[src/nid_pkg.sv]
// Shared types, constants and checksum helper for the ingress DNAT rewrite block.
package nid_pkg;

    localparam int TABLE_ENTRIES = 4096;
    localparam int SLOT_W        = $clog2(TABLE_ENTRIES);
    localparam int QUEUE_DEPTH   = 2;
    localparam int QPTR_W        = $clog2(QUEUE_DEPTH);

    localparam logic [31:0] WAN_RESET      = 32'h0A00_0002;
    localparam logic [15:0] ETHERTYPE_IPV4 = 16'h0800;
    localparam logic [7:0]  PROTO_TCP      = 8'd6;
    localparam logic [7:0]  PROTO_UDP      = 8'd17;
    localparam logic [15:0] ETH_HDR_LEN    = 16'd14;
    localparam logic [15:0] IP_HDR_END     = 16'd34;
    localparam logic [15:0] UDP_HDR_END    = 16'd42;
    localparam logic [15:0] TCP_HDR_END    = 16'd54;

    localparam logic MODE_HEADER = 1'b0;
    localparam logic MODE_WRITE  = 1'b1;

    localparam logic [1:0] V_DROP    = 2'd0;
    localparam logic [1:0] V_PASS    = 2'd1;
    localparam logic [1:0] V_REWRITE = 2'd2;
    localparam logic [1:0] V_WRITE   = 2'd3;

    localparam logic [1:0] K_DROP   = 2'd0;
    localparam logic [1:0] K_PASS   = 2'd1;
    localparam logic [1:0] K_LOOKUP = 2'd2;
    localparam logic [1:0] K_WRITE  = 2'd3;

    typedef struct packed {
        logic        mode;
        logic [15:0] frame_length;
        logic [15:0] ether_type;
        logic [7:0]  ip_protocol;
        logic [31:0] dest_ip;
        logic [15:0] dest_port;
        logic [15:0] ip_checksum;
        logic [15:0] l4_checksum;
        logic [15:0] entry_wan_port;
        logic [31:0] entry_lan_ip;
        logic [15:0] entry_lan_port;
        logic [7:0]  entry_protocol;
    } t_in_item;

    typedef struct packed {
        logic [1:0]  verdict;
        logic [31:0] new_dest_ip;
        logic [15:0] new_dest_port;
        logic [15:0] new_ip_checksum;
        logic [15:0] new_l4_checksum;
        logic        entry_replaced;
    } t_out_item;

    typedef struct packed {
        logic [1:0]        kind;
        logic              is_tcp;
        logic [SLOT_W-1:0] slot;
        t_in_item          item;
    } t_job;

    // end-around fold of a sum of up to fifteen 16-bit words
    function automatic logic [15:0] csum_fold(input logic [19:0] s);
        logic [16:0] t;
        t = {1'b0, s[15:0]} + {13'd0, s[19:16]};
        return t[15:0] + {15'd0, t[16]};
    endfunction

endpackage

[src/nid_front.sv]
// Front end: accepts items, holds the WAN address register and classifies headers.
module nid_front
    import nid_pkg::*;
(
    input  logic        i_clk,
    input  logic        i_rst_n,
    input  logic        i_valid,
    input  t_in_item    i_item,
    output logic        o_stall,
    input  logic        i_cfg_valid,
    output logic        o_cfg_ready,
    input  logic [31:0] i_cfg_data,
    input  logic        i_hold,
    input  logic        i_q_full,
    output logic        o_push,
    output t_job        o_job
);

    logic [31:0] r_wan;
    logic [1:0]  n_kind;

    assign o_cfg_ready = 1'b1;
    assign o_stall     = i_q_full | i_hold;
    assign o_push      = i_valid & ~o_stall;

    always_ff @(posedge i_clk) begin
        if (!i_rst_n) begin
            r_wan <= WAN_RESET;
        end else if (i_cfg_valid && o_cfg_ready) begin
            r_wan <= i_cfg_data;
        end
    end

    always_comb begin
        if (i_item.mode == MODE_WRITE) begin
            n_kind = K_WRITE;
        end else if (i_item.frame_length < ETH_HDR_LEN) begin
            n_kind = K_DROP;
        end else if (i_item.ether_type != ETHERTYPE_IPV4) begin
            n_kind = K_PASS;
        end else if (i_item.frame_length < IP_HDR_END) begin
            n_kind = K_DROP;
        end else if (i_item.dest_ip != r_wan) begin
            n_kind = K_DROP;
        end else if (i_item.ip_protocol == PROTO_UDP) begin
            n_kind = (i_item.frame_length < UDP_HDR_END) ? K_DROP : K_LOOKUP;
        end else if (i_item.ip_protocol == PROTO_TCP) begin
            n_kind = (i_item.frame_length < TCP_HDR_END) ? K_DROP : K_LOOKUP;
        end else begin
            n_kind = K_PASS;
        end
    end

    always_comb begin
        o_job.kind   = n_kind;
        o_job.is_tcp = (i_item.ip_protocol == PROTO_TCP);
        o_job.slot   = (i_item.mode == MODE_WRITE) ? i_item.entry_wan_port[SLOT_W-1:0]
                                                   : i_item.dest_port[SLOT_W-1:0];
        o_job.item   = i_item;
    end

endmodule

[config.mk]
export PLATFORM = sky130hd
export DESIGN_NAME = nid_front
export DESIGN_NICKNAME = d
export VERILOG_FILES = /design/src/nid_pkg.sv /design/src/nid_front.sv
export SDC_FILE = /design/constraint.sdc
export NUM_CORES = 1
export LEC_CHECK = 0
export BUFFER_PORTS_ARGS = -buffer_cell sky130_fd_sc_hd__buf_4
export CAP_MARGIN = 20
export CELL_PAD_IN_SITES_DETAIL_PLACEMENT = 0
export CELL_PAD_IN_SITES_GLOBAL_PLACEMENT = 1
export CORE_AREA = 2 2 173 175
export CTS_CLUSTER_SIZE = 8
export DETAILED_ROUTE_END_ITERATION = 10
export DIE_AREA = 0 0 175 177
export PLACE_DENSITY_LB_ADDON = 0.1
export SLEW_MARGIN = 30
export SYNTH_ARGS = -nofsm -noshare
export SYNTH_HDL_FRONTEND = slang
export SYNTH_SLANG_ARGS = --single-unit
export TNS_END_PERCENT = 1
[constraint.sdc]
create_clock -name i_clk -period 1.55 [get_ports i_clk]
set_input_delay 0.0775 -clock i_clk [delete_from_list [all_inputs] [get_ports i_clk]]
set_output_delay 0.0775 -clock i_clk [all_outputs]
set_load 0.02 [all_outputs]
# Word-level counts from Yosys, hierarchy flattened
# Cells that the tools add are included.
# totals
reg_bits,32
latch_bits,0
ram_bits,0
mem_bits_ro,0
in_bits,231
memories,0
# classes
add_sub_neg,0
n_mul,0
div,0
order_cmp,4
n_eq_ne,4
shift,0
muxes,10
bitwise,3
reduce_logical,0
# ops
op,n
less-than comparator 16 x 6 -> 1 bit (second input constant),3
inequality test 32 bit,1
two-way mux 2 bit,9
less-than comparator 16 x 4 -> 1 bit (second input constant),1
inequality test 16 x 12 -> 1 bit (second input constant),1
two-way mux 12 bit,1
== test 8 x 3 -> 1 bit (second input constant),1
== test 8 x 5 -> 1 bit (second input constant),1
AND 1 bit,1
inverter 1 bit,1
OR 1 bit,1

# Depth between registers and ports, before layout
# depth
ltp_word,9
depth_mapped,5
ltp_nobuf,5

# Least setup slack after synthesis
# No wires, ideal clock.
# synth_path
path_kind,input port to output port
start,input port i_item[155] (netlist name)
end,output port o_job[207] (netlist name)
arrival_time_ps,1485
slack_ps,-12
path_stages,5
path_buffers,0
path_cell_list,or4_4 > nor4_4 > nor2_1 > nor2_1 > a31o_1
# synth_rtl
item,line,rtl
"start, declared",nid_front.sv:8,"input t_in_item i_item,"
"end, declared",nid_front.sv:16,output t_job o_job

==> results_dict.tcl <==
set metrics [dict create \
    netlist_area_um2 3380 \
    synthDistinctLibCells 30 \
    setup_viol 2 \
    final_area_um2 4580 \
    clock_sinks 32 \
    multi_input_area_um2 1270 \
    ios 442 \
    antenna_found_initial 1 \
    arrival_ps 1980 \
    yosys_warnings 0 \
    p_per_area_nw_per_um2 666 \
    grt_pass1_vias 2723 \
    start_kind "register" \
    synth-seq-cells 32 \
    synthCells 386 \
    final_util_pct 15.7 \
    first_pass_iters 3 \
    p_comb_share_pct 36.5 \
    vias_per_cell 3.07 \
    num_vias 2609 \
    largest_reg_flops 32 \
    final.min_clock_period_ps 2060 \
    wl_per_cell_um 16.4 \
    critPathCaptureType "primary output" \
    hpwl_mm 12.1 \
    clkLatencyLatePin_ps 280 \
    grt_pass1_wl_mm 18.7 \
    drive_gt1_share_pct 65.0 \
    die_x_um 175 \
    clockRootBuffer "clkbuf_16" \
    grt_overflow 0 \
    outcome "finished with violations" \
    initialDrtViolationCount 54 \
    postRouteAntennaNets 0 \
    num_rows 63 \
    seqCellArea_um2 643 \
    crit_type "register to primary output" \
    violations "negative setup slack" \
    syn_avg_cell_area_um2 8.76 \
    fmax_mhz 486 \
    cts_setup_buffers 0 \
    swShare_pct 31.5 \
    internal-power_w 0.00209 \
    crit_required_ps 1470 \
    clk_pin_slew_worst_paths_ps 60 \
    p_switching_w 0.000960 \
    cts_made_buffers 5 \
    fin_cells 850 \
    gp_congestion 0.762 \
    hp-class "primary input to register" \
    fillCellCount 3344 \
    fin_nets 690 \
    p_seq_share_pct 29.7 \
    cts_buffer_depth 2 \
    place_area_um2 4410 \
    cts_tree "yes" \
    core-area_um2 29200 \
    drc 0 \
    syn_to_final_growth_pct 35.6 \
    hold_viol 0 \
    finalWorstSetupSlack_ps -508 \
    maxCapViolCount 0 \
    p_leak_nw 2.17 \
    top_register "r_wan" \
    htree_levels 2 \
    antenna_cells 0 \
    slew_viol_final 0 \
    port_buffers 246 \
    die_area_um2 31000 \
    yosysSeqAreaShare_pct 19.0 \
    dp.cells 843 \
    cts_hold_buf 0 \
    vdd_ir_drop_max_v 0.000388 \
    grt_max_degree 33 \
    die_h_um 177 \
    synth_nets 617 \
    finalCritPeriodShare_pct 133 \
    drt_wl_total_mm 13.9 \
    start_util_pct 11.6 \
    grt_use_total_pct 8.42 \
    largest_registers "r_wan x32" \
    place_worst_setup_slack_ps -531 \
    path_max_fanout 2 \
    p_clk_share_pct 33.7 \
    rsz0062_at_grt "true" \
    fin_worst_skew_ps 0 \
]
[cells by family after synthesis]
kind of cell	Yosys count	synth area share, %
AOI/OAI and AO/OA	9	2.59
xor gates and xnor gates	32	8.29
buffers and inverters	203	44.2
DFF	32	19.0
muxes	44	13.5
other	1	0.111
and+or+nand+nor	65	12.4
[critical path: stages, from the launching register on]
cell,delay [ps]
dfxtp_2,320
xor2_1,140
nor4_2,350
buf_4,170
nand4_1,140
a211oi_2,280
a31o_1,190
buf_6,120
[per-layer routing]
layer / track usage, % / wire length [um] / part of all wire [%] / vias up
met2: 14.8 / 6820 / 49 / 241
met1: 9.09 / 5190 / 37 / 1134
met3: 4.06 / 1650 / 12 / 17
li1: - / - / - / 1213
met5: 1.76 / 84 / 0.60 / -
met4: 1.70 / 158 / 1.1 / 4
[synthesized netlist by cell type]
cell | n | share of area (%)
a311oi_1 | 1 | 0.26
dfxtp_1 | 32 | 19
a211oi_1 | 1 | 0.22
nand2_1 | 9 | 1.0
o41ai_1 | 1 | 0.26
inv_1 | 1 | 0.11
nor2b_1 | 29 | 5.4
nor2_1 | 3 | 0.33
buf_4 | 194 | 43
mux2_2 | 12 | 4.0
clkbuf_1 | 5 | 0.56
o21ai_1 | 1 | 0.15
a31o_1 | 1 | 0.26
or4_4 | 2 | 0.67
a21boi_0 | 1 | 0.22
nor4_1 | 11 | 2.0
xor2_1 | 32 | 8.3
nor4b_1 | 1 | 0.26
nor3_1 | 1 | 0.15
a2111oi_4 | 1 | 0.81
a211o_1 | 1 | 0.26
nand3_1 | 1 | 0.15
or2_2 | 2 | 0.37
nand4_1 | 3 | 0.56
mux2i_1 | 32 | 9.5
buf_2 | 3 | 0.44
nor4_4 | 2 | 1.3
conb_1 | 1 | 0.11
a21oi_1 | 1 | 0.15
or4_1 | 1 | 0.22
[worst paths after layout]
| path | startpoint | end | slack (ps) | depth (start not counted) |
|---|---|---|---|---|
| min reg2reg | r_wan[27]$_SDFFE_PN1P_ | r_wan[27]$_SDFFE_PN1P_ | 500 | 2 |
| max | r_wan[20]$_SDFFE_PN0P_ | o_job[207] | -510 | 7 |
| max reg2reg | r_wan[2]$_SDFFE_PN0P_ | r_wan[2]$_SDFFE_PN0P_ | 810 | 3 |
| min | i_cfg_data[1] | r_wan[1]$_SDFFE_PN1P_ | 10 | 3 |
[cell type report]
type,instances,area share (%)
Timing Repair Buffer,268,44.3
Multi-Input combinational cell,151,27.7
Sequential cell,32,14.0
Tap cell,390,10.6
Clock buffer,8,3.19
Inverter,1,0.0819
[cells in the final DEF, fill, tap and decap left out, drive strengths merged, types with 2 or more instances in the layout]
master,Yosys,routed
buf,197,268
clkbuf,5,8
dfxtp,32,32
mux2,12,12
mux2i,32,32
nand2,9,9
nand4,3,3
nor2,3,3
nor2b,29,29
nor4,13,13
or2,2,2
or4,3,3
xor2,32,32
[timing repair]
item	CTS	global route
pin swaps	7	2
cloned	0	0
setup endpoints to repair	2	2
gates resized for setup	8	0
[power by group through the flow]
stage          registers, W  logic, W  clock network [W]
3_3_place_gp       0.000924   0.00113                  0
2_1_floorplan      0.000916  0.000992                  0
3_5_place_dp       0.000924   0.00113                  0
6_report           0.000907   0.00111            0.00103
4_1_cts            0.000907   0.00115            0.00111
5_1_grt            0.000912   0.00120            0.00113
[per-stage QoR]
step | setup TNS (ps) | hold WS (ps) | power, W
detailed placement | -1060 | 155 | 0.00206
global placement | -1110 | 155 | 0.00206
global route | -1320 | 18.4 | 0.00325
finish | -1010 | 14.7 | 0.00305
floorplan | -23.5 | 194 | 0.00191
CTS | -1270 | 4.66 | 0.00316
No activity file was read; power rests on OpenSTA's default activity.
