## config.mk

```make
export PLATFORM = sky130hd
export DESIGN_NAME = nid_queue
export DESIGN_NICKNAME = d
export VERILOG_FILES = /design/src/nid_pkg.sv /design/src/nid_queue.sv
export SDC_FILE = /design/constraint.sdc
export NUM_CORES = 1
export LEC_CHECK = 0
export BUFFER_PORTS_ARGS = -buffer_cell sky130_fd_sc_hd__buf_2
export CAP_MARGIN = 10
export CORE_ASPECT_RATIO = 2
export CORE_MARGIN = 5
export CORE_UTILIZATION = 47
export CTS_CLUSTER_SIZE = 8
export DETAILED_ROUTE_END_ITERATION = 8
export GPL_ROUTABILITY_DRIVEN = 0
export GPL_TIMING_DRIVEN = 0
export PLACE_DENSITY_LB_ADDON = 0.1
export SYNTH_ARGS = -nofsm -noshare
export SYNTH_HDL_FRONTEND = slang
export SYNTH_SLANG_ARGS = --single-unit
```

## constraint.sdc

```tcl
create_clock -name i_clk -period 10.05 [get_ports i_clk]
set_input_delay 1.005 -clock i_clk [delete_from_list [all_inputs] [get_ports i_clk]]
set_output_delay 1.005 -clock i_clk [all_outputs]
set_load 0.01 [all_outputs]
```

## src/nid_pkg.sv

```systemverilog
// Shared types, constants and checksum helper for the ingress DNAT rewrite block.
package nid_pkg;

    localparam int TABLE_ENTRIES = 4096;
    localparam int SLOT_W        = $clog2(TABLE_ENTRIES);
    localparam int QUEUE_DEPTH   = 2;
    localparam int QPTR_W        = $clog2(QUEUE_DEPTH);

    localparam logic [31:0] WAN_RESET      = 32'h0A00_0002;
    localparam logic [15:0] ETHERTYPE_IPV4 = 16'h0800;
    localparam logic [7:0]  PROTO_TCP      = 8'd6;
    localparam logic [7:0]  PROTO_UDP      = 8'd17;
    localparam logic [15:0] ETH_HDR_LEN    = 16'd14;
    localparam logic [15:0] IP_HDR_END     = 16'd34;
    localparam logic [15:0] UDP_HDR_END    = 16'd42;
    localparam logic [15:0] TCP_HDR_END    = 16'd54;

    localparam logic MODE_HEADER = 1'b0;
    localparam logic MODE_WRITE  = 1'b1;

    localparam logic [1:0] V_DROP    = 2'd0;
    localparam logic [1:0] V_PASS    = 2'd1;
    localparam logic [1:0] V_REWRITE = 2'd2;
    localparam logic [1:0] V_WRITE   = 2'd3;

    localparam logic [1:0] K_DROP   = 2'd0;
    localparam logic [1:0] K_PASS   = 2'd1;
    localparam logic [1:0] K_LOOKUP = 2'd2;
    localparam logic [1:0] K_WRITE  = 2'd3;

    typedef struct packed {
        logic        mode;
        logic [15:0] frame_length;
        logic [15:0] ether_type;
        logic [7:0]  ip_protocol;
        logic [31:0] dest_ip;
        logic [15:0] dest_port;
        logic [15:0] ip_checksum;
        logic [15:0] l4_checksum;
        logic [15:0] entry_wan_port;
        logic [31:0] entry_lan_ip;
        logic [15:0] entry_lan_port;
        logic [7:0]  entry_protocol;
    } t_in_item;

    typedef struct packed {
        logic [1:0]  verdict;
        logic [31:0] new_dest_ip;
        logic [15:0] new_dest_port;
        logic [15:0] new_ip_checksum;
        logic [15:0] new_l4_checksum;
        logic        entry_replaced;
    } t_out_item;

    typedef struct packed {
        logic [1:0]        kind;
        logic              is_tcp;
        logic [SLOT_W-1:0] slot;
        t_in_item          item;
    } t_job;

    // end-around fold of a sum of up to fifteen 16-bit words
    function automatic logic [15:0] csum_fold(input logic [19:0] s);
        logic [16:0] t;
        t = {1'b0, s[15:0]} + {13'd0, s[19:16]};
        return t[15:0] + {15'd0, t[16]};
    endfunction

endpackage

```

## src/nid_queue.sv

```systemverilog
// Short job queue between the classifying front end and the table back end.
module nid_queue
    import nid_pkg::*;
(
    input  logic i_clk,
    input  logic i_rst_n,
    input  logic i_push,
    input  t_job i_data,
    output logic o_full,
    output logic o_valid,
    output t_job o_data,
    input  logic i_pop
);

    t_job              r_slots [QUEUE_DEPTH];
    logic [QPTR_W-1:0] r_wr_ptr;
    logic [QPTR_W-1:0] r_rd_ptr;
    logic [QPTR_W:0]   r_count;

    assign o_full  = (r_count == (QPTR_W+1)'(QUEUE_DEPTH));
    assign o_valid = (r_count != '0);
    assign o_data  = r_slots[r_rd_ptr];

    always_ff @(posedge i_clk) begin
        if (i_push) begin
            r_slots[r_wr_ptr] <= i_data;
        end
    end

    always_ff @(posedge i_clk) begin
        if (!i_rst_n) begin
            r_wr_ptr <= '0;
            r_rd_ptr <= '0;
            r_count  <= '0;
        end else begin
            if (i_push) begin
                r_wr_ptr <= r_wr_ptr + 1'b1;
            end
            if (i_pop) begin
                r_rd_ptr <= r_rd_ptr + 1'b1;
            end
            case ({i_push, i_pop})
                2'b10:   r_count <= r_count + 1'b1;
                2'b01:   r_count <= r_count - 1'b1;
                default: r_count <= r_count;
            endcase
        end
    end

    a_no_overflow: assert property (@(posedge i_clk) disable iff (!i_rst_n)
        o_full |-> !i_push || i_pop)
        else $error("push into full queue");

    a_no_underflow: assert property (@(posedge i_clk) disable iff (!i_rst_n)
        i_pop |-> o_valid)
        else $error("pop from empty queue");

    a_count_bound: assert property (@(posedge i_clk) disable iff (!i_rst_n)
        r_count <= (QPTR_W+1)'(QUEUE_DEPTH))
        else $error("queue count out of range");

endmodule

```

After elaboration in Yosys (flattened, before gate mapping)
Memory sizes are Yosys's and may differ from the RTL's. A register that Yosys moved wholly into a read port is not among the register bits. Index checks and enable logic that the tools add are counted.

Input port bits: 212. Memory bits (writable): 416. Memories: 1. Register bits: 4.

Memories: r_slots (depth 2, bits a word 208, read ports 1, clocked after memory_dff 1, wr ports 1, RTL line nid_queue.sv:15) `t_job r_slots [QUEUE_DEPTH];`.

Add/subtract/negate cells: 4. Equal/unequal tests: 3. Muxes and demuxes: 5. Reductions and logical operators: 2.

Operators by type and width (count): 2-bit == test, second input constant (2); 1-bit 2-to-1 mux (4); 2-bit one-hot mux with 2 select lines (1); 2-bit nonzero test (2); 1-bit adder, second input constant (2); 2-bit by 1-bit adder with 2-bit output, second input constant (1); 2-bit by 1-bit == test with 1-bit output, second input constant (1); 2-bit by 1-bit subtractor with 2-bit output, second input constant (1).

Logic depth before layout (Yosys ltp)
Depth after elaboration: 3. Gate-level depth with buffers: 5. Depth with buffers taken out: 5.

Worst setup path after synthesis
No wires, ideal clock.

Path kind: input to register. Start point: input i_push. End point: register r_wr_ptr. Setup slack: -551 ps. Path buffers: 0. Stages: 3. Required time: 9951 ps. Arrival: 10502 ps. Cell sequence: inv_1 > nor2_1 > o21a_1.

RTL lines: from (decl) (RTL line nid_queue.sv:7) `input logic i_push,`; to (signal assigned) (RTL line nid_queue.sv:37) `r_wr_ptr <= r_wr_ptr + 1'b1;`; to (decl) (RTL line nid_queue.sv:16) `logic [QPTR_W-1:0] r_wr_ptr;`.

==> metrics.log <==
[metrics] result of the run: complete, no violations
[metrics] detail-routed via count per cell: 4.90
[metrics] Clock Root Buffer: sky130_fd_sc_hd__clkbuf_16
[metrics] number of rows created at floorplan: 94
[metrics] highest ir drop seen on vdd: 0.157 mV
[metrics] number of synthesized register bits: 421
[metrics] number of unique standard cell types used by synthesis: 18
[metrics] most frequent standard cell in the layout excluding fill and tap cells: sky130_fd_sc_hd__buf_2
[metrics] vias in the first global route: 8690
[metrics] count of mapped cells out of synthesis: 669
[metrics] hold-fix buffers at CTS: 0
[metrics] post-CTS clock slew at the launch and capture registers of the worst setup and hold paths: 0.05 ns
[metrics] critical path data required time: 9.05 ns
[metrics] global-route met2 utilization: 33.1%
[metrics] worst hold-check path type: register to register
[metrics] number of hold violations in the final report: 0
[metrics] detailed placement HPWL: 24700 um
[metrics] total global-route track usage: 17.7%
[metrics] clock tree from TritonCTS: done
[metrics] met3 track demand over resource: 6.16%
[metrics] final hold slack: 0.494 ns
[metrics] pin count of the biggest net entering global routing: 65
[metrics] buffer count from post-CTS setup fixing: 0
[metrics] number of antenna violations at the first check in global routing: 16
[metrics] Post-DP Area: 18500 um^2
[metrics] total routed wirelength: 34000 um
[metrics] global-route wire length before repair: 49900 um
[metrics] GRT Residual Overflow: 0
[metrics] Max Cap Viol: 0
[metrics] number of sinks on the clock net: 421
[metrics] highest-count cells in the layout ignoring fill and taps: sky130_fd_sc_hd__buf_2 (429), sky130_fd_sc_hd__edfxtp_1 (416), sky130_fd_sc_hd__mux2_2 (107), sky130_fd_sc_hd__mux2_4 (101), sky130_fd_sc_hd__clkbuf_16 (61)
[metrics] remaining design rule violation count: 0
[metrics] total number of yosys warnings: 0
[metrics] Die Span Y: 268 um
[metrics] Worst Path Max Fanout: 10
[metrics] H-Tree Level Count: 2
[metrics] Layout Utilization: 61.2%
[metrics] detail-routed net length per standard cell: 21.0 um
[metrics] minimum period implied by the final worst setup slack: 2.95 ns
[metrics] busiest metal layer after global routing: met2
[metrics] number of buffers created by CTS: 58
[metrics] cell area after synthesis: 15600 um^2
[metrics] count of cells resized by post-cts repair: 0
[metrics] actual slew at the worst max-slew pin: 0.612 ns
[metrics] fraction of final layout cells sized beyond drive strength 1: 62.0%
[metrics] total instance count after detailed placement: 1533
[metrics] Mapped Avg Cell Area: 23.4 um^2
[metrics] count of vias placed by the detailed router: 7928
[metrics] post-route fraction of the period consumed by the critical path: 29.4%
[metrics] Synth-to-Final Area Change: 28.8%
[metrics] FF/Latch Area: 12600 um^2
[metrics] TritonRoute pass-1 iters: 4
[metrics] boundary pin count: 422
[metrics] Final setup violation count: 0
[metrics] die width: 139 um
[metrics] non-filler cells, final: 1617
[metrics] Arrival @ worst endpoint: 1.95 ns
[metrics] fin nets: 1374
[metrics] Total Neg Setup Slack: 0 ns
[metrics] Critical Path Source Type: register
[metrics] Placeable Area: 32900 um^2
[metrics] footprint of the multi-input gates: 2840 um^2
[metrics] RSZ-0062 raised after global routing: false
[metrics] upper clock frequency limit: 339 MHz
[metrics] sequential area share after synthesis: 80.5%
[metrics] max_slew headroom: 59.1%
[metrics] global routing met1 resource utilization: 16.7%
[metrics] Setup CP Type: register to output pin
[metrics] capturing element type of the critical path: output pin
[metrics] clock skew: 0.00870 ns
[metrics] post-synth net total: 882
[metrics] Final Slew Violations: 0
[metrics] effective utilization at floorplan: 47.5%
[metrics] final design area excluding fillers: 20100 um^2
[metrics] Max clock buf depth: 3
[metrics] remaining antenna violation count: 0
[metrics] clock latency on the worst-skew pair: 0.56 ns
[metrics] Port-buffer cells: 421
[metrics] Iter 0 DRT Violations: 318
[metrics] full die area: 37200 um^2
[metrics] Leakage Power: 7.82 nW
[metrics] power per standard cell area: 209 nW/um^2
[metrics] fill cell instance count of the final layout: 2498
## flip-flops by register name (all words and copies together) (netlist names), named ones only
signal and cells:
r_slots 416, r_wr_ptr 1, r_count 2, r_rd_ptr 1
## kinds of logic (layout without fill, tap and decap cells)
logic type,after synthesis,after routing,synth area share [%]
compound gates,3,3,0.128
xor+xnor,3,3,0.168
fa+ha+maj,1,1,0.0800
buf+inv,24,529,1.36
flops,421,421,80.5
mux,208,208,17.4
other cells,0,11,0
simple gates,9,9,0.344
## worst max-delay path, stage by stage (launching register included)
cell	delay (ns)
sky130_fd_sc_hd__dfxtp_1	0.32
sky130_fd_sc_hd__buf_6	0.16
sky130_fd_sc_hd__buf_6	0.22
sky130_fd_sc_hd__buf_6	0.21
sky130_fd_sc_hd__mux2_4	0.33
sky130_fd_sc_hd__buf_2	0.15
## cells in the mapped netlist
| master | number | share of area [%] |
|---|---|---|
| sky130_fd_sc_hd__inv_1 | 1 | 0.024 |
| sky130_fd_sc_hd__mux2_2 | 107 | 7.7 |
| sky130_fd_sc_hd__buf_2 | 8 | 0.26 |
| sky130_fd_sc_hd__buf_6 | 15 | 1.1 |
| sky130_fd_sc_hd__or2_2 | 1 | 0.040 |
| sky130_fd_sc_hd__xor2_1 | 1 | 0.056 |
| sky130_fd_sc_hd__and2_1 | 4 | 0.16 |
| sky130_fd_sc_hd__o21a_1 | 1 | 0.048 |
| sky130_fd_sc_hd__or3_1 | 1 | 0.040 |
| sky130_fd_sc_hd__mux2_4 | 101 | 9.7 |
| sky130_fd_sc_hd__xnor2_1 | 2 | 0.11 |
| sky130_fd_sc_hd__a21boi_1 | 1 | 0.048 |
| sky130_fd_sc_hd__nor2b_1 | 2 | 0.080 |
| sky130_fd_sc_hd__nor2_1 | 1 | 0.024 |
| sky130_fd_sc_hd__dfxtp_1 | 5 | 0.64 |
| sky130_fd_sc_hd__o21ai_0 | 1 | 0.032 |
| sky130_fd_sc_hd__ha_1 | 1 | 0.080 |
| sky130_fd_sc_hd__edfxtp_1 | 416 | 80 |
## stage by stage
step	worst slack (ns)	power [mW]
after floorplan	3.12	2.36
after global placement	-0.306	2.55
after detailed placement	7.34	2.55
after CTS	7.02	4.27
after global routing	6.99	4.38
final	7.10	4.21
## area by class of cell
class	count	area share, %
flip-flops and latches	421	62.5
clock inverters	1	0.0248
inverters	1	0.0186
well taps	432	2.68
multi-input cells	224	14.1
plain buffers	23	1.04
diodes	11	0.137
repair buffers	432	11.7
clock buffers	72	7.78
## path summary, 6_finish.rpt
kind | endpoint | start | cells past startpoint | slack, ns
worst max register to register | r_slots[0][161] | r_wr_ptr | 4 | 8.21
worst min-delay path | r_count[1] | r_count[1] | 2 | 0.49
worst max-delay path | o_data[142] | register | 5 | 7.10
worst min register to register | r_count[1] | r_count[1] | 2 | 0.49
## power breakdown
group / internal [mW] / switching (mW) / leakage (nW)
clock: 1.06 / 0.636 / 0.769
sequential: 2.04 / 0.0196 / 3.95
combinational: 0.226 / 0.227 / 3.11
## per-layer routing
layer  vias up  share of wire [%]
li1       3661                  -
met1      3838                 31
met2       333                 56
met3        86                8.1
met4        10                4.8
met5         -               0.17
No activity file was read; power rests on OpenSTA's default activity.
